$ cat src/etsud_pkg.sv
`default_nettype none

package etsud_pkg;

    // 86400 = 675 << 7
    localparam int          DAY_LOW_BITS = 7;
    localparam logic [9:0]  DAY_ODD      = 10'd675;
    localparam int          DAY_FRAC     = 35;
    localparam logic [25:0] DAY_RECIP    = 26'((64'd1 << DAY_FRAC) / 64'd675);

    // 3600 = 225 << 4
    localparam int          HOUR_LOW_BITS = 4;
    localparam logic [7:0]  HOUR_ODD      = 8'd225;
    localparam int          HOUR_FRAC     = 16;
    localparam logic [8:0]  HOUR_RECIP    = 9'((64'd1 << HOUR_FRAC) / 64'd225);

    // 60 = 15 << 2
    localparam int          MIN_LOW_BITS = 2;
    localparam logic [3:0]  MIN_ODD      = 4'd15;
    localparam int          MIN_FRAC     = 12;
    localparam logic [8:0]  MIN_RECIP    = 9'((64'd1 << MIN_FRAC) / 64'd15);

    localparam logic [2:0]  WDAY_DIV   = 3'd7;
    localparam logic [2:0]  EPOCH_WDAY = 3'd4;
    localparam int          WDAY_FRAC  = 19;
    localparam logic [16:0] WDAY_RECIP = 17'((64'd1 << WDAY_FRAC) / 64'd7);

    // day count moved to march 1 of year 0
    localparam logic [19:0] MARCH0_OFFSET = 20'(719527 - (31 + 28));
    localparam logic [19:0] YEAR_BIAS     = 20'd2;
    localparam logic [8:0]  YEAR_SCALE    = 9'd400;
    localparam logic [17:0] DAYS_400Y     = 18'd146097;
    localparam int          YEAR_FRAC     = 32;
    localparam logic [23:0] YEAR_RECIP    = 24'((64'd400 << YEAR_FRAC) / 64'd146097);

    // x / 25 == (x * 41) >> 10 for x below 1024
    localparam logic [5:0]  CENT_MUL  = 6'd41;
    localparam int          CENT_FRAC = 10;
    localparam logic [6:0]  CENTURY   = 7'd100;
    localparam logic [8:0]  YEAR_DAYS = 9'd365;

    // first day of each march-based month, month 1 is march
    localparam logic [8:0] MONTH_START [12] = '{
        9'd0, 9'd31, 9'd61, 9'd92, 9'd122, 9'd153,
        9'd184, 9'd214, 9'd245, 9'd275, 9'd306, 9'd337
    };
    localparam logic [3:0] MONTH_JAN   = 4'd11;
    localparam logic [3:0] MONTH_WRAP  = 4'd10;
    localparam logic [3:0] MONTH_SHIFT = 4'd2;

    localparam int SPLIT_STAGES = 2;
    localparam int DATE_STAGES  = 8;
    localparam int CLOCK_PAD    = 4;
    localparam int WDAY_PAD     = 5;
    localparam int LATENCY      = SPLIT_STAGES + DATE_STAGES;

    typedef struct packed {
        logic [5:0] second_of_minute;
        logic [5:0] minute_of_hour;
        logic [4:0] hour_of_day;
    } time_of_day_t;

    typedef struct packed {
        logic [4:0]  day_of_month;
        logic [3:0]  month_number;
        logic [11:0] calendar_year;
        logic [2:0]  day_of_week;
    } date_t;

endpackage

`default_nettype wire

$ cat src/etsud_if.sv
`default_nettype none

interface etsud_stamp_if;
    logic        valid;
    logic        ready;
    logic [31:0] epoch_seconds;

    modport source (output valid, output epoch_seconds, input ready);
    modport sink (input valid, input epoch_seconds, output ready);
endinterface

interface etsud_date_if;
    logic        valid;
    logic        ready;
    logic [5:0]  second_of_minute;
    logic [5:0]  minute_of_hour;
    logic [4:0]  hour_of_day;
    logic [4:0]  day_of_month;
    logic [3:0]  month_number;
    logic [11:0] calendar_year;
    logic [2:0]  day_of_week;

    modport source (
        output valid, output second_of_minute, output minute_of_hour,
        output hour_of_day, output day_of_month, output month_number,
        output calendar_year, output day_of_week, input ready
    );
    modport sink (
        input valid, input second_of_minute, input minute_of_hour,
        input hour_of_day, input day_of_month, input month_number,
        input calendar_year, input day_of_week, output ready
    );
endinterface

`default_nettype wire

$ cat src/epoch_seconds_to_utc_date.sv
// throughput: one word per cycle, set by a ten-stage pipeline; the whole
// pipeline holds while the result word waits to be taken
// reset: rst_n clears the stage valid bits only; the pipeline comes up empty
`default_nettype none

module epoch_seconds_to_utc_date (
    input  wire logic   clk,
    input  wire logic   rst_n,
    etsud_stamp_if.sink stamp,
    etsud_date_if.source date
);

    localparam int Last = etsud_pkg::LATENCY - 1;

    logic [Last:0] valid_reg, valid_next;
    logic          adv;

    logic [15:0] days;
    logic [16:0] sec_of_day;
    etsud_pkg::time_of_day_t tod;
    etsud_pkg::date_t        cal;

    assign adv         = !valid_reg[Last] || date.ready;
    assign stamp.ready = adv;
    assign valid_next  = {valid_reg[Last-1:0], stamp.valid};

    always_ff @(posedge clk or negedge rst_n)
    begin
        if (!rst_n)
        begin
            valid_reg <= '0;
        end
        else if (adv)
        begin
            valid_reg <= valid_next;
        end
    end

    etsud_day_split u_split (
        .clk           (clk),
        .adv           (adv),
        .epoch_seconds (stamp.epoch_seconds),
        .days          (days),
        .sec_of_day    (sec_of_day)
    );

    etsud_clock u_clock (
        .clk        (clk),
        .adv        (adv),
        .sec_of_day (sec_of_day),
        .tod        (tod)
    );

    etsud_date u_date (
        .clk  (clk),
        .adv  (adv),
        .days (days),
        .date (cal)
    );

    assign date.valid            = valid_reg[Last];
    assign date.second_of_minute = tod.second_of_minute;
    assign date.minute_of_hour   = tod.minute_of_hour;
    assign date.hour_of_day      = tod.hour_of_day;
    assign date.day_of_month     = cal.day_of_month;
    assign date.month_number     = cal.month_number;
    assign date.calendar_year    = cal.calendar_year;
    assign date.day_of_week      = cal.day_of_week;

endmodule

`default_nettype wire

$ cat src/etsud_day_split.sv
`default_nettype none

module etsud_day_split (
    input  wire logic        clk,
    input  wire logic        adv,
    input  wire logic [31:0] epoch_seconds,
    output logic [15:0]      days,
    output logic [16:0]      sec_of_day
);

    logic [24:0] coarse;
    logic [50:0] day_prod;

    logic [15:0] q0_reg, q0_next;
    logic [24:0] coarse_reg;
    logic [6:0]  low_reg;

    logic [25:0] back;
    logic [25:0] diff;
    logic [10:0] rem;
    logic [15:0] days_reg, days_next;
    logic [9:0]  rem_reg, rem_next;
    logic [6:0]  low2_reg;

    assign coarse   = epoch_seconds[31:etsud_pkg::DAY_LOW_BITS];
    assign day_prod = 51'(coarse) * 51'(etsud_pkg::DAY_RECIP);
    assign q0_next  = day_prod[etsud_pkg::DAY_FRAC +: 16];

    always_ff @(posedge clk)
    begin
        if (adv)
        begin
            q0_reg     <= q0_next;
            coarse_reg <= coarse;
            low_reg    <= epoch_seconds[etsud_pkg::DAY_LOW_BITS-1:0];
        end
    end

    // estimate is low by at most one
    assign back = 26'(q0_reg) * 26'(etsud_pkg::DAY_ODD);
    assign diff = {1'b0, coarse_reg} - back;
    assign rem  = diff[10:0];

    always_comb
    begin
        if (rem >= 11'(etsud_pkg::DAY_ODD))
        begin
            days_next = q0_reg + 16'd1;
            rem_next  = 10'(rem - 11'(etsud_pkg::DAY_ODD));
        end
        else
        begin
            days_next = q0_reg;
            rem_next  = rem[9:0];
        end
    end

    always_ff @(posedge clk)
    begin
        if (adv)
        begin
            days_reg <= days_next;
            rem_reg  <= rem_next;
            low2_reg <= low_reg;
        end
    end

    assign days       = days_reg;
    assign sec_of_day = {rem_reg, low2_reg};

endmodule

`default_nettype wire

$ cat src/etsud_clock.sv
`default_nettype none

module etsud_clock (
    input  wire logic                   clk,
    input  wire logic                   adv,
    input  wire logic [16:0]            sec_of_day,
    output etsud_pkg::time_of_day_t     tod
);

    logic [12:0] hy;
    logic [21:0] hprod;
    logic [4:0]  h0_reg, h0_next;
    logic [16:0] sod_reg;

    logic [12:0] hy2;
    logic [12:0] hback;
    logic [12:0] hdiff;
    logic [8:0]  hrem;
    logic [4:0]  hour_reg, hour_next;
    logic [11:0] soh_reg, soh_next;

    logic [9:0]  mz;
    logic [17:0] mprod;
    logic [5:0]  m0_reg, m0_next;
    logic [11:0] soh2_reg;
    logic [4:0]  hour2_reg;

    logic [9:0]  mz2;
    logic [9:0]  mback;
    logic [9:0]  mdiff;
    logic [4:0]  mrem;
    etsud_pkg::time_of_day_t tod_reg, tod_next;

    etsud_pkg::time_of_day_t pad_reg [etsud_pkg::CLOCK_PAD];

    assign hy      = sec_of_day[16:etsud_pkg::HOUR_LOW_BITS];
    assign hprod   = 22'(hy) * 22'(etsud_pkg::HOUR_RECIP);
    assign h0_next = hprod[etsud_pkg::HOUR_FRAC +: 5];

    always_ff @(posedge clk)
    begin
        if (adv)
        begin
            h0_reg  <= h0_next;
            sod_reg <= sec_of_day;
        end
    end

    assign hy2   = sod_reg[16:etsud_pkg::HOUR_LOW_BITS];
    assign hback = 13'(h0_reg) * 13'(etsud_pkg::HOUR_ODD);
    assign hdiff = hy2 - hback;
    assign hrem  = hdiff[8:0];

    always_comb
    begin
        if (hrem >= 9'(etsud_pkg::HOUR_ODD))
        begin
            hour_next = h0_reg + 5'd1;
            soh_next  = {8'(hrem - 9'(etsud_pkg::HOUR_ODD)),
                         sod_reg[etsud_pkg::HOUR_LOW_BITS-1:0]};
        end
        else
        begin
            hour_next = h0_reg;
            soh_next  = {hrem[7:0], sod_reg[etsud_pkg::HOUR_LOW_BITS-1:0]};
        end
    end

    always_ff @(posedge clk)
    begin
        if (adv)
        begin
            hour_reg <= hour_next;
            soh_reg  <= soh_next;
        end
    end

    assign mz      = soh_reg[11:etsud_pkg::MIN_LOW_BITS];
    assign mprod   = 18'(mz) * 18'(etsud_pkg::MIN_RECIP);
    assign m0_next = mprod[etsud_pkg::MIN_FRAC +: 6];

    always_ff @(posedge clk)
    begin
        if (adv)
        begin
            m0_reg    <= m0_next;
            soh2_reg  <= soh_reg;
            hour2_reg <= hour_reg;
        end
    end

    assign mz2   = soh2_reg[11:etsud_pkg::MIN_LOW_BITS];
    assign mback = 10'(m0_reg) * 10'(etsud_pkg::MIN_ODD);
    assign mdiff = mz2 - mback;
    assign mrem  = mdiff[4:0];

    always_comb
    begin
        tod_next.hour_of_day = hour2_reg;
        if (mrem >= 5'(etsud_pkg::MIN_ODD))
        begin
            tod_next.minute_of_hour   = m0_reg + 6'd1;
            tod_next.second_of_minute = {4'(mrem - 5'(etsud_pkg::MIN_ODD)),
                                         soh2_reg[etsud_pkg::MIN_LOW_BITS-1:0]};
        end
        else
        begin
            tod_next.minute_of_hour   = m0_reg;
            tod_next.second_of_minute = {mrem[3:0],
                                         soh2_reg[etsud_pkg::MIN_LOW_BITS-1:0]};
        end
    end

    always_ff @(posedge clk)
    begin
        if (adv)
        begin
            tod_reg <= tod_next;
        end
    end

    // align with the date path
    always_ff @(posedge clk)
    begin
        if (adv)
        begin
            pad_reg[0] <= tod_reg;
            for (int i = 1; i < etsud_pkg::CLOCK_PAD; i++)
            begin
                pad_reg[i] <= pad_reg[i-1];
            end
        end
    end

    assign tod = pad_reg[etsud_pkg::CLOCK_PAD-1];

endmodule

`default_nettype wire

$ cat src/etsud_date.sv
`default_nettype none

module etsud_date (
    input  wire logic        clk,
    input  wire logic        adv,
    input  wire logic [15:0] days,
    output etsud_pkg::date_t date
);

    // weekday path
    logic [16:0] ww;
    logic [33:0] wprod;
    logic [12:0] wq0_reg, wq0_next;
    logic [16:0] ww_reg;
    logic [15:0] wback;
    logic [16:0] wdiff;
    logic [3:0]  wrem;
    logic [2:0]  wday_reg, wday_next;
    logic [2:0]  wpad_reg [etsud_pkg::WDAY_PAD];

    // year estimate
    logic [19:0] d1;
    logic [19:0] e1;
    logic [43:0] yprod;
    logic [11:0] yq0_reg, yq0_next;
    logic [19:0] e_reg;
    logic [19:0] d_reg;

    logic [29:0] mq_reg, mq_next;
    logic [29:0] t_reg, t_next;
    logic [11:0] yq1_reg;
    logic [19:0] d2_reg;

    logic [29:0] yrr;
    logic [11:0] yest_reg, yest_next;
    logic [19:0] d3_reg;

    // days before year
    logic [15:0] cprod;
    logic [13:0] qprod;
    logic [5:0]  q100_reg, q100_next;
    logic [3:0]  q400_reg, q400_next;
    logic [20:0] y365_reg, y365_next;
    logic [11:0] yest2_reg;
    logic [19:0] d4_reg;

    logic [12:0] cent_back;
    logic [20:0] dby_reg, dby_next;
    logic        leap_reg, leap_next;
    logic [11:0] yest3_reg;
    logic [19:0] d5_reg;

    logic signed [21:0] yd;
    logic signed [21:0] yd_fix;
    logic [8:0]  yday_reg, yday_next;
    logic [11:0] year_reg, year_next;

    logic [3:0]  mon_reg, mon_next;
    logic [8:0]  yday2_reg;
    logic [11:0] year2_reg;

    logic [3:0]  mon_idx;
    logic [8:0]  mday_full;
    etsud_pkg::date_t out_reg, out_next;

    // weekday: (days + 4) mod 7
    assign ww       = 17'(days) + 17'(etsud_pkg::EPOCH_WDAY);
    assign wprod    = 34'(ww) * 34'(etsud_pkg::WDAY_RECIP);
    assign wq0_next = wprod[etsud_pkg::WDAY_FRAC +: 13];

    always_ff @(posedge clk)
    begin
        if (adv)
        begin
            wq0_reg <= wq0_next;
            ww_reg  <= ww;
        end
    end

    assign wback = 16'(wq0_reg) * 16'(etsud_pkg::WDAY_DIV);
    assign wdiff = ww_reg - 17'(wback);
    assign wrem  = wdiff[3:0];

    always_comb
    begin
        if (wrem >= 4'(etsud_pkg::WDAY_DIV))
        begin
            wday_next = 3'(wrem - 4'(etsud_pkg::WDAY_DIV));
        end
        else
        begin
            wday_next = wrem[2:0];
        end
    end

    always_ff @(posedge clk)
    begin
        if (adv)
        begin
            wday_reg    <= wday_next;
            wpad_reg[0] <= wday_reg;
            for (int i = 1; i < etsud_pkg::WDAY_PAD; i++)
            begin
                wpad_reg[i] <= wpad_reg[i-1];
            end
        end
    end

    // year = (d + 2) * 400 / 146097
    assign d1       = 20'(days) + etsud_pkg::MARCH0_OFFSET;
    assign e1       = d1 + etsud_pkg::YEAR_BIAS;
    assign yprod    = 44'(e1) * 44'(etsud_pkg::YEAR_RECIP);
    assign yq0_next = yprod[etsud_pkg::YEAR_FRAC +: 12];

    always_ff @(posedge clk)
    begin
        if (adv)
        begin
            yq0_reg <= yq0_next;
            e_reg   <= e1;
            d_reg   <= d1;
        end
    end

    assign mq_next = 30'(yq0_reg) * 30'(etsud_pkg::DAYS_400Y);
    assign t_next  = 30'(e_reg) * 30'(etsud_pkg::YEAR_SCALE);

    always_ff @(posedge clk)
    begin
        if (adv)
        begin
            mq_reg  <= mq_next;
            t_reg   <= t_next;
            yq1_reg <= yq0_reg;
            d2_reg  <= d_reg;
        end
    end

    assign yrr = t_reg - mq_reg;

    always_comb
    begin
        if (yrr >= 30'(etsud_pkg::DAYS_400Y))
        begin
            yest_next = yq1_reg + 12'd1;
        end
        else
        begin
            yest_next = yq1_reg;
        end
    end

    always_ff @(posedge clk)
    begin
        if (adv)
        begin
            yest_reg <= yest_next;
            d3_reg   <= d2_reg;
        end
    end

    assign cprod     = 16'(yest_reg[11:2]) * 16'(etsud_pkg::CENT_MUL);
    assign qprod     = 14'(yest_reg[11:4]) * 14'(etsud_pkg::CENT_MUL);
    assign q100_next = cprod[etsud_pkg::CENT_FRAC +: 6];
    assign q400_next = qprod[etsud_pkg::CENT_FRAC +: 4];
    assign y365_next = 21'(yest_reg) * 21'(etsud_pkg::YEAR_DAYS);

    always_ff @(posedge clk)
    begin
        if (adv)
        begin
            q100_reg  <= q100_next;
            q400_reg  <= q400_next;
            y365_reg  <= y365_next;
            yest2_reg <= yest_reg;
            d4_reg    <= d3_reg;
        end
    end

    assign cent_back = 13'(q100_reg) * 13'(etsud_pkg::CENTURY);
    assign dby_next  = y365_reg + 21'(yest2_reg[11:2]) - 21'(q100_reg) + 21'(q400_reg);
    assign leap_next = (yest2_reg[1:0] == 2'd0)
                    && ((13'(yest2_reg) != cent_back) || (q100_reg[1:0] == 2'd0));

    always_ff @(posedge clk)
    begin
        if (adv)
        begin
            dby_reg   <= dby_next;
            leap_reg  <= leap_next;
            yest3_reg <= yest2_reg;
            d5_reg    <= d4_reg;
        end
    end

    // estimate one year high: step back into the previous year
    assign yd     = signed'(22'(d5_reg)) - signed'(22'(dby_reg));
    assign yd_fix = yd + signed'(22'(etsud_pkg::YEAR_DAYS)) + signed'(22'(leap_reg));

    always_comb
    begin
        if (yd < 0)
        begin
            yday_next = yd_fix[8:0];
            year_next = yest3_reg - 12'd1;
        end
        else
        begin
            yday_next = yd[8:0];
            year_next = yest3_reg;
        end
    end

    always_ff @(posedge clk)
    begin
        if (adv)
        begin
            yday_reg <= yday_next;
            year_reg <= year_next;
        end
    end

    always_comb
    begin
        mon_next = 4'd1;
        for (int k = 1; k < 12; k++)
        begin
            if (yday_reg >= etsud_pkg::MONTH_START[k])
            begin
                mon_next = 4'(k + 1);
            end
        end
    end

    always_ff @(posedge clk)
    begin
        if (adv)
        begin
            mon_reg   <= mon_next;
            yday2_reg <= yday_reg;
            year2_reg <= year_reg;
        end
    end

    assign mon_idx   = mon_reg - 4'd1;
    assign mday_full = yday2_reg - etsud_pkg::MONTH_START[mon_idx] + 9'd1;

    // january and february close the march-based year
    always_comb
    begin
        out_next.day_of_month = mday_full[4:0];
        out_next.day_of_week  = wpad_reg[etsud_pkg::WDAY_PAD-1];
        if (mon_reg >= etsud_pkg::MONTH_JAN)
        begin
            out_next.calendar_year = year2_reg + 12'd1;
            out_next.month_number  = mon_reg - etsud_pkg::MONTH_WRAP;
        end
        else
        begin
            out_next.calendar_year = year2_reg;
            out_next.month_number  = mon_reg + etsud_pkg::MONTH_SHIFT;
        end
    end

    always_ff @(posedge clk)
    begin
        if (adv)
        begin
            out_reg <= out_next;
        end
    end

    assign date = out_reg;

endmodule

`default_nettype wire

$ cat src/flat_wrapper.sv
// flat-port wrapper written by rule: the top's interface ports become plain ports
module epoch_seconds_to_utc_date_flat 
  (clk, rst_n, stamp_valid, stamp_epoch_seconds, stamp_ready, date_valid, date_second_of_minute, date_minute_of_hour, date_hour_of_day, date_day_of_month, date_month_number, date_calendar_year, date_day_of_week, date_ready);
  etsud_stamp_if stamp_i ();
  etsud_date_if date_i ();
  input  wire logic clk;
  input  wire logic rst_n;
  input wire logic [$bits(stamp_i.valid)-1:0] stamp_valid;
  input wire logic [$bits(stamp_i.epoch_seconds)-1:0] stamp_epoch_seconds;
  output wire logic [$bits(stamp_i.ready)-1:0] stamp_ready;
  output wire logic [$bits(date_i.valid)-1:0] date_valid;
  output wire logic [$bits(date_i.second_of_minute)-1:0] date_second_of_minute;
  output wire logic [$bits(date_i.minute_of_hour)-1:0] date_minute_of_hour;
  output wire logic [$bits(date_i.hour_of_day)-1:0] date_hour_of_day;
  output wire logic [$bits(date_i.day_of_month)-1:0] date_day_of_month;
  output wire logic [$bits(date_i.month_number)-1:0] date_month_number;
  output wire logic [$bits(date_i.calendar_year)-1:0] date_calendar_year;
  output wire logic [$bits(date_i.day_of_week)-1:0] date_day_of_week;
  input wire logic [$bits(date_i.ready)-1:0] date_ready;
  assign stamp_i.valid = stamp_valid;
  assign stamp_i.epoch_seconds = stamp_epoch_seconds;
  assign stamp_ready = stamp_i.ready;
  assign date_valid = date_i.valid;
  assign date_second_of_minute = date_i.second_of_minute;
  assign date_minute_of_hour = date_i.minute_of_hour;
  assign date_hour_of_day = date_i.hour_of_day;
  assign date_day_of_month = date_i.day_of_month;
  assign date_month_number = date_i.month_number;
  assign date_calendar_year = date_i.calendar_year;
  assign date_day_of_week = date_i.day_of_week;
  assign date_i.ready = date_ready;
  epoch_seconds_to_utc_date u_core (.clk(clk), .rst_n(rst_n), .stamp(stamp_i), .date(date_i));
endmodule
$ cat config.mk
export PLATFORM = sky130hd
export DESIGN_NAME = epoch_seconds_to_utc_date_flat
export DESIGN_NICKNAME = d
export VERILOG_FILES = /design/src/etsud_pkg.sv /design/src/etsud_if.sv /design/src/epoch_seconds_to_utc_date.sv /design/src/etsud_day_split.sv /design/src/etsud_clock.sv /design/src/etsud_date.sv /design/src/flat_wrapper.sv
export SDC_FILE = /design/constraint.sdc
export NUM_CORES = 2
export LEC_CHECK = 0
export BUFFER_PORTS_ARGS = -buffer_cell sky130_fd_sc_hd__buf_4
export CAP_MARGIN = 20
export CORE_ASPECT_RATIO = 1.25
export CORE_MARGIN = 2
export CORE_UTILIZATION = 45
export CTS_BUF_LIST = sky130_fd_sc_hd__clkbuf_4 sky130_fd_sc_hd__clkbuf_8 sky130_fd_sc_hd__clkbuf_16
export DETAILED_ROUTE_END_ITERATION = 10
export PLACE_DENSITY = 0.71
export SLEW_MARGIN = 20
export SYNTH_ARGS = -nofsm -noshare
export SYNTH_HDL_FRONTEND = slang
export SYNTH_SLANG_ARGS = --single-unit
export TNS_END_PERCENT = 30
$ cat constraint.sdc
create_clock -name clk -period 23.8 [get_ports clk]
set_input_delay 2.38 -clock clk [delete_from_list [all_inputs] [get_ports clk]]
set_output_delay 2.38 -clock clk [all_outputs]
set_load 0.03 [all_outputs]
== Yosys cells after proc, flatten, opt, wreduce, memory -nomap -nowiden ==
Memories as Yosys holds them, arrays and structs flattened. A register that Yosys moved wholly into a read port is not among the register bits.
Cells that the tools add are included.

* $add $sub $neg: 29
* $mul: 15
* Divide/modulo/power cells: 0
* Magnitude comparators: 19
* Equal/unequal tests: 1
* Shift-type cells: 0
* Muxes and demuxes: 24
* Bitwise logic cells: 1
* Reduce and logical (&&, ||, !) cells: 7

{| class="wikitable"
|+ Operators with widths
! kind !! count
|-
| $mul A25 B24 Y49 const B || 1
|-
| $mux W12 || 4
|-
| $ge A9 B8 Y1 const B || 5
|-
| $mul A20 B24 Y44 const B || 1
|-
| $mux W16 || 2
|-
| $mul A17 B16 Y31 const B || 1
|-
| $ge A30 B18 Y1 const B || 1
|-
| $mul A12 B18 Y30 const B || 1
|-
| $sub A29 B30 Y30 || 1
|-
| $ge A9 B9 Y1 const B || 3
|-
| $mul A20 B5 Y25 const B || 1
|-
| $add A12 B1 Y12 const B || 2
|-
| $lt A22 B1 Y1 const B || 1
|-
| $sub A20 B21 Y22 || 1
|-
| $add A21 B10 Y21 || 1
|-
| $add A21 B4 Y21 || 1
|-
| $mul A12 B9 Y21 const B || 1
|-
| $mul A13 B9 Y21 const B || 1
|-
| $sub A21 B6 Y21 || 1
|-
| $add A16 B20 Y20 const B || 1
|-
| $add A20 B2 Y20 const B || 1
|-
| $mux W4 || 5
|-
| $ge A9 B7 Y1 const B || 2
|-
| $mul A10 B9 Y18 const B || 1
|-
| 44 further kinds || 56
|}

* Register bits after elaboration: 518
* Bits in latches: 0
* Memory bits (writable): 83
* Bits in read-only memories: 144
* Input port bits: 36
* Output and inout bits: 43
* Logic and storage cells: 146
* Memories kept: 3

{| class="wikitable"
|+ Memory list
! name !! depth !! bits a word !! rd ports !! clocked after memory_dff !! write ports !! line !! RTL
|-
| (name not given) || 16 || 9 || 1 || 0 || 0 || etsud_date.sv:246 || <nowiki>assign mday_full = yday2_reg - etsud_pkg::MONTH_START[mon_idx] + 9'd1;</nowiki>
|-
| u_core.u_clock.pad_reg || 4 || 17 || 4 || 0 || 4 || etsud_clock.sv:34 || <nowiki>etsud_pkg::time_of_day_t pad_reg [etsud_pkg::CLOCK_PAD];</nowiki>
|-
| u_core.u_date.wpad_reg || 5 || 3 || 5 || 1 || 5 || etsud_date.sv:19 || <nowiki>logic [2:0] wpad_reg [etsud_pkg::WDAY_PAD];</nowiki>
|}

== Depth between registers and ports, before layout ==
* Depth after elaboration: 11
* Depth in mapped cells: 37
* Mapped depth without buffers: 37

== Modules after synthesis ==
From an unflattened synthesis, not the netlist that was laid out.

* Cells, all modules: 4,911
* Area total of the unflattened synthesis: 56,299.0 µm²

{| class="wikitable"
|+ By module, submodules not included
! module !! times used !! cells each !! area each (µm²) !! seq. area each (µm²)
|-
| etsud_date || 1 || 3,154 || 35,323.9 || 10,600.2
|-
| etsud_day_split || 1 || 1,142 || 12,503.2 || 2,011.9
|-
| etsud_clock || 1 || 593 || 8,059.0 || 4,144.0
|-
| epoch_seconds_to_utc_date || 1 || 22 || 412.9 || 250.2
|}

== Worst setup path before layout ==
Ideal clock, no wire load.

* Kind: input port to output port
* From: input date_ready
* To: output stamp_ready
* Data arrival time: 18.012 ns
* Data required time: 21.420 ns
* Slack: 3.408 ns
* Stages on the path: 2
* Path through: nand2b_1 clkbuf_1

* Longest elaborated chain between the ends: 1

{| class="wikitable"
|+ Ends and longest elaborated chain
! what !! line !! RTL
|-
| start: declaration || flat_wrapper.sv:19 || <nowiki>input wire logic [$bits(date_i.ready)-1:0] date_ready;</nowiki>
|-
| $logic_or A1 B1 Y1 || epoch_seconds_to_utc_date.sv:23 || <nowiki>assign adv = !valid_reg[Last] || date.ready;</nowiki>
|-
| end: declaration || flat_wrapper.sv:10 || <nowiki>output wire logic [$bits(stamp_i.ready)-1:0] stamp_ready;</nowiki>
|}

Every way passes these cells.

== Worst setup path in the final report ==
* From: register u_core.u_split.days_reg[2], in the netlist u_core.u_split.days[2]
* To: register u_core.u_date.yq0_reg[11], data pin

* Longest elaborated chain between the ends: 3

{| class="wikitable"
|+ Ends and longest elaborated chain
! what !! line !! RTL
|-
| start: declaration || etsud_day_split.sv:21 || <nowiki>logic [15:0] days_reg, days_next;</nowiki>
|-
| start signal: assignment || etsud_day_split.sv:62 || <nowiki>days_reg <= days_next;</nowiki>
|-
| $add A16 B20 Y20 || etsud_date.sv:110 || <nowiki>assign d1 = 20'(days) + etsud_pkg::MARCH0_OFFSET;</nowiki>
|-
| via u_core.u_date.d1[2] || etsud_date.sv:22 || <nowiki>logic [19:0] d1;</nowiki>
|-
| $add A20 B2 Y20 || etsud_date.sv:111 || <nowiki>assign e1 = d1 + etsud_pkg::YEAR_BIAS;</nowiki>
|-
| via u_core.u_date.e1[16] || etsud_date.sv:23 || <nowiki>logic [19:0] e1;</nowiki>
|-
| $mul A20 B24 Y44 || etsud_date.sv:112 || <nowiki>assign yprod = 44'(e1) * 44'(etsud_pkg::YEAR_RECIP);</nowiki>
|-
| via u_core.u_date.yprod[43] || etsud_date.sv:24 || <nowiki>logic [43:0] yprod;</nowiki>
|-
| end signal: assignment || etsud_date.sv:119 || <nowiki>yq0_reg <= yq0_next;</nowiki>
|-
| end: declaration || etsud_date.sv:25 || <nowiki>logic [11:0] yq0_reg, yq0_next;</nowiki>
|}

The timed path passes the listed nets, and every way through them passes these cells.
A chain may end at the register's enable or synchronous reset.

==> impl_metrics.sql <==
INSERT INTO impl_metrics (metric_group, metric, value, unit) VALUES
('timing', 'rsz0062_at_grt', 'no', ''),
('global_routing', 'grt_start_max_net_pins', '173', ''),
('clock_network', 'tritoncts_num_sinks', '568', ''),
('clock_network', 'cts-buffers-inserted', '56', ''),
('synthesis', 'synth_edf_count', '558', ''),
('global_routing', 'number_of_global_route_vias_before_repair', '35100', ''),
('floorplanning', 'die_span_x', '317', 'microns'),
('timing', 'fin_crit', '10.38', 'ns'),
('final_layout', 'fillCellCount', '10700', ''),
('synthesis', 'synth.yosys.warnings', '0', ''),
('routing', 'detail_route.iter0.violations', '1280', ''),
('final_layout', 'n_antenna_cell', '0', ''),
('setup_path', 'critPathKind', 'flop to flop', ''),
('synthesis', 'synth_area_per_cell', '11.6', 'sq um'),
('floorplanning', 'die_ar', '125000', 'sq um'),
('timing', 'setup_violations', '0', ''),
('global_routing', 'grt_overflow_total', '0', ''),
('synthesis', 'synth.cell_area', '55100', 'sq um'),
('clock_network', 'postCtsSetupRepairBufs', '0', ''),
('final_layout', 'fin_nets', '6572', ''),
('timing', 'clock_skew', '0.0585', 'ns'),
('global_routing', 'first_pass_grt_wire_length', '174000', 'microns'),
('clock_network', 'cts_resized', '0', ''),
('global_routing', 'grt_antenna_before_repair', '2', ''),
('routing', 'route.vias.total', '33000', ''),
('synthesis', 'ys_dominant_reg_cell', 'sky130_fd_sc_hd__edfxtp_1', ''),
('timing', 'worst_slew_margin_rel', '29.7', '%'),
('setup_path', 'critical-path-top-cell-by-count', 'sky130_fd_sc_hd__fa_1', ''),
('setup_path', 'end_kind', 'flop', ''),
('final_layout', 'drive_above_1_share', '4.80', '%'),
('final_layout', 'layout.cells.most_common_list', '1092 x sky130_fd_sc_hd__ha_1, 1063 x sky130_fd_sc_hd__inv_1, 558 x sky130_fd_sc_hd__edfxtp_1', ''),
('setup_path', 'crit_arrival', '10.76', 'ns'),
('floorplanning', 'design.core.area', '121000', 'sq um'),
('clock_network', 'clock_transition_at_the_registers_of_the_reported_paths', '0.07', 'ns'),
('timing', 'highest_clock_rate', '96.3', 'MHz'),
('routing', 'drt-pass1-iter-count', '5', ''),
('floorplanning', 'start_util', '45.4', '%'),
('synthesis', 'synth.ff_latch_count', '568', ''),
('routing', 'detail_route.wirelength', '104000', 'microns'),
('clock_network', 'max-clock-path-buffers', '3', ''),
('min_path', 'class_of_the_tightest_hold_or_removal_check', 'flop to flop', ''),
('floorplanning', 'die_y', '395', 'microns'),
('setup_path', 'r2r_slack', '13.42', 'ns'),
('routing', 'vias_per_cell', '5.05', ''),
('global_routing', 'globalRouteTotalUtil', '17.3', '%'),
('final_layout', 'largest_reg_flops', '68', ''),
('placed_design', 'dp_slack', '13.46', 'ns'),
('clock_network', 'clock_latency', '0.65', 'ns'),
('routing', 'drc', '0', ''),
('setup_path', 'crit_path_max_fo', '7', ''),
('final_layout', 'flow.area_growth_from_synthesis', '8.47', '%'),
('clock_network', 'holdBufCountCts', '0', ''),
('timing', 'fin_crit_sh', '43.6', '%'),
('placed_design', 'placer_congestion', '0.878', ''),
('run_status', 'result_of_the_run', 'completed', ''),
('min_path', 'hold_end', 'u_core.u_date.year2_reg[2]', ''),
('synthesis', 'ys_types', '80', ''),
('synthesis', 'synth.yosys.seq_area_share', '30.9', '%'),
('timing', 'report.final.slew_viol_count', '0', ''),
('timing', 'finalWorstSetupSlack', '13.42', 'ns'),
('placed_design', 'placement.io_buffers', '78', ''),
('setup_path', 'worst_r2r_path_depth', '33', ''),
('setup_path', 'start_kind', 'flop', ''),
('placed_design', 'detailedPlacementHpwl', '85800', 'microns'),
('routing', 'post_drt_wl_per_cell', '16.0', 'microns'),
('clock_network', 'deepest_level_of_the_cts_h_tree', '2', ''),
('timing', 'timing.setup.tns', '0', 'ns'),
('clock_network', 'cts_root_buffer', 'sky130_fd_sc_hd__clkbuf_16', ''),
('run', 'max_capacitance_violation_total', '0', ''),
('min_path', 'min_delay_path_depth', '0', ''),
('setup_path', 'timing.critical_path.required', '24.18', 'ns');
[routing by layer]
metal / global-route usage [%] / vias to the layer above / wire, microns
li1: - / 16100 / -
met1: 20.3 / 16100 / 42000
met2: 32.2 / 531 / 55300
met3: 1.76 / 200 / 2840
met4: 6.54 / 0 / 4320
met5: 0 / - / 0
[stage by stage]
stage          instance area [sq um]  utilization (%)  instances  hold slack, ns
2_1_floorplan                  55200                -       4767           0.400
3_3_place_gp                   57800             47.6       6431           0.400
3_5_place_dp                   57800             47.6       6431           0.405
4_1_cts                        59800             49.2       6532           0.372
5_1_grt                        59800             49.2       6532           0.396
6_report                       59800             49.2       6532           0.384
[worst max-delay path: cells and delay by family (launching register included)]
kind	cells	cell delay, ns
compound gates	9	3.07
flops	1	0.45
buf+inv	5	0.40
xor+xnor	1	0.10
fa+ha+maj	9	4.14
simple gates	9	1.94
[worst max path at each step]
stage                                 startpoint                         to  slack (ns)  depth (start not counted)
after floorplan                       date_ready                stamp_ready        3.41                          2
after global placement    u_core.u_split.days[2]  u_core.u_date.yq0_reg[11]       13.59                         32
after detailed placement  u_core.u_split.days[2]  u_core.u_date.yq0_reg[11]       13.46                         32
after CTS                 u_core.u_split.days[2]  u_core.u_date.yq0_reg[11]       13.29                         32
after global routing      u_core.u_split.days[2]  u_core.u_date.yq0_reg[11]       12.82                         33
final                     u_core.u_split.days[2]  u_core.u_date.yq0_reg[11]       13.42                         33
[area by class of cell]
| type | count | area [sq um] | area share, % |
|---|---|---|---|
| clock buffer | 65 | 1470 | 2.46 |
| inverter | 1063 | 3990 | 6.68 |
| sequential | 568 | 17000 | 28.4 |
| multi-input combinational | 3116 | 34100 | 57.1 |
| tap | 1595 | 2000 | 3.34 |
| clock inverter | 36 | 484 | 0.810 |
| timing repair buffer | 89 | 684 | 1.14 |
[synth_stat cells (all sizes together) (25+ instances only)]
library cell | count | share of area (%)
nand2 | 116 | 0.79
xor2 | 115 | 1.8
o21a | 26 | 0.35
o21ai | 95 | 0.87
nor2b | 35 | 0.40
and3 | 30 | 0.34
nor2 | 156 | 1.1
fa | 550 | 20
nand2b | 25 | 0.28
nor3 | 55 | 0.51
nand4 | 29 | 0.33
xnor2 | 217 | 3.4
a21oi | 148 | 1.3
a21o | 64 | 0.87
inv | 1063 | 7.2
ha | 1092 | 25
nand3 | 56 | 0.51
edfxtp | 558 | 30
[cells by family (layout without fill, tap and decap cells)]
kind of cell,after synthesis,in the layout,share of synthesized area (%)
simple gates,596,596,5.46
flops,568,568,30.9
buf+inv,1083,1253,7.41
mux,22,22,0.438
compound gates,490,490,5.77
xor+xnor,332,332,5.28
fa+ha+maj,1642,1642,44.8
other cells,2,34,0.0136
Power is not shown: default switching activity piles up to over one toggle a cycle in this logic, so the estimate is an artifact.
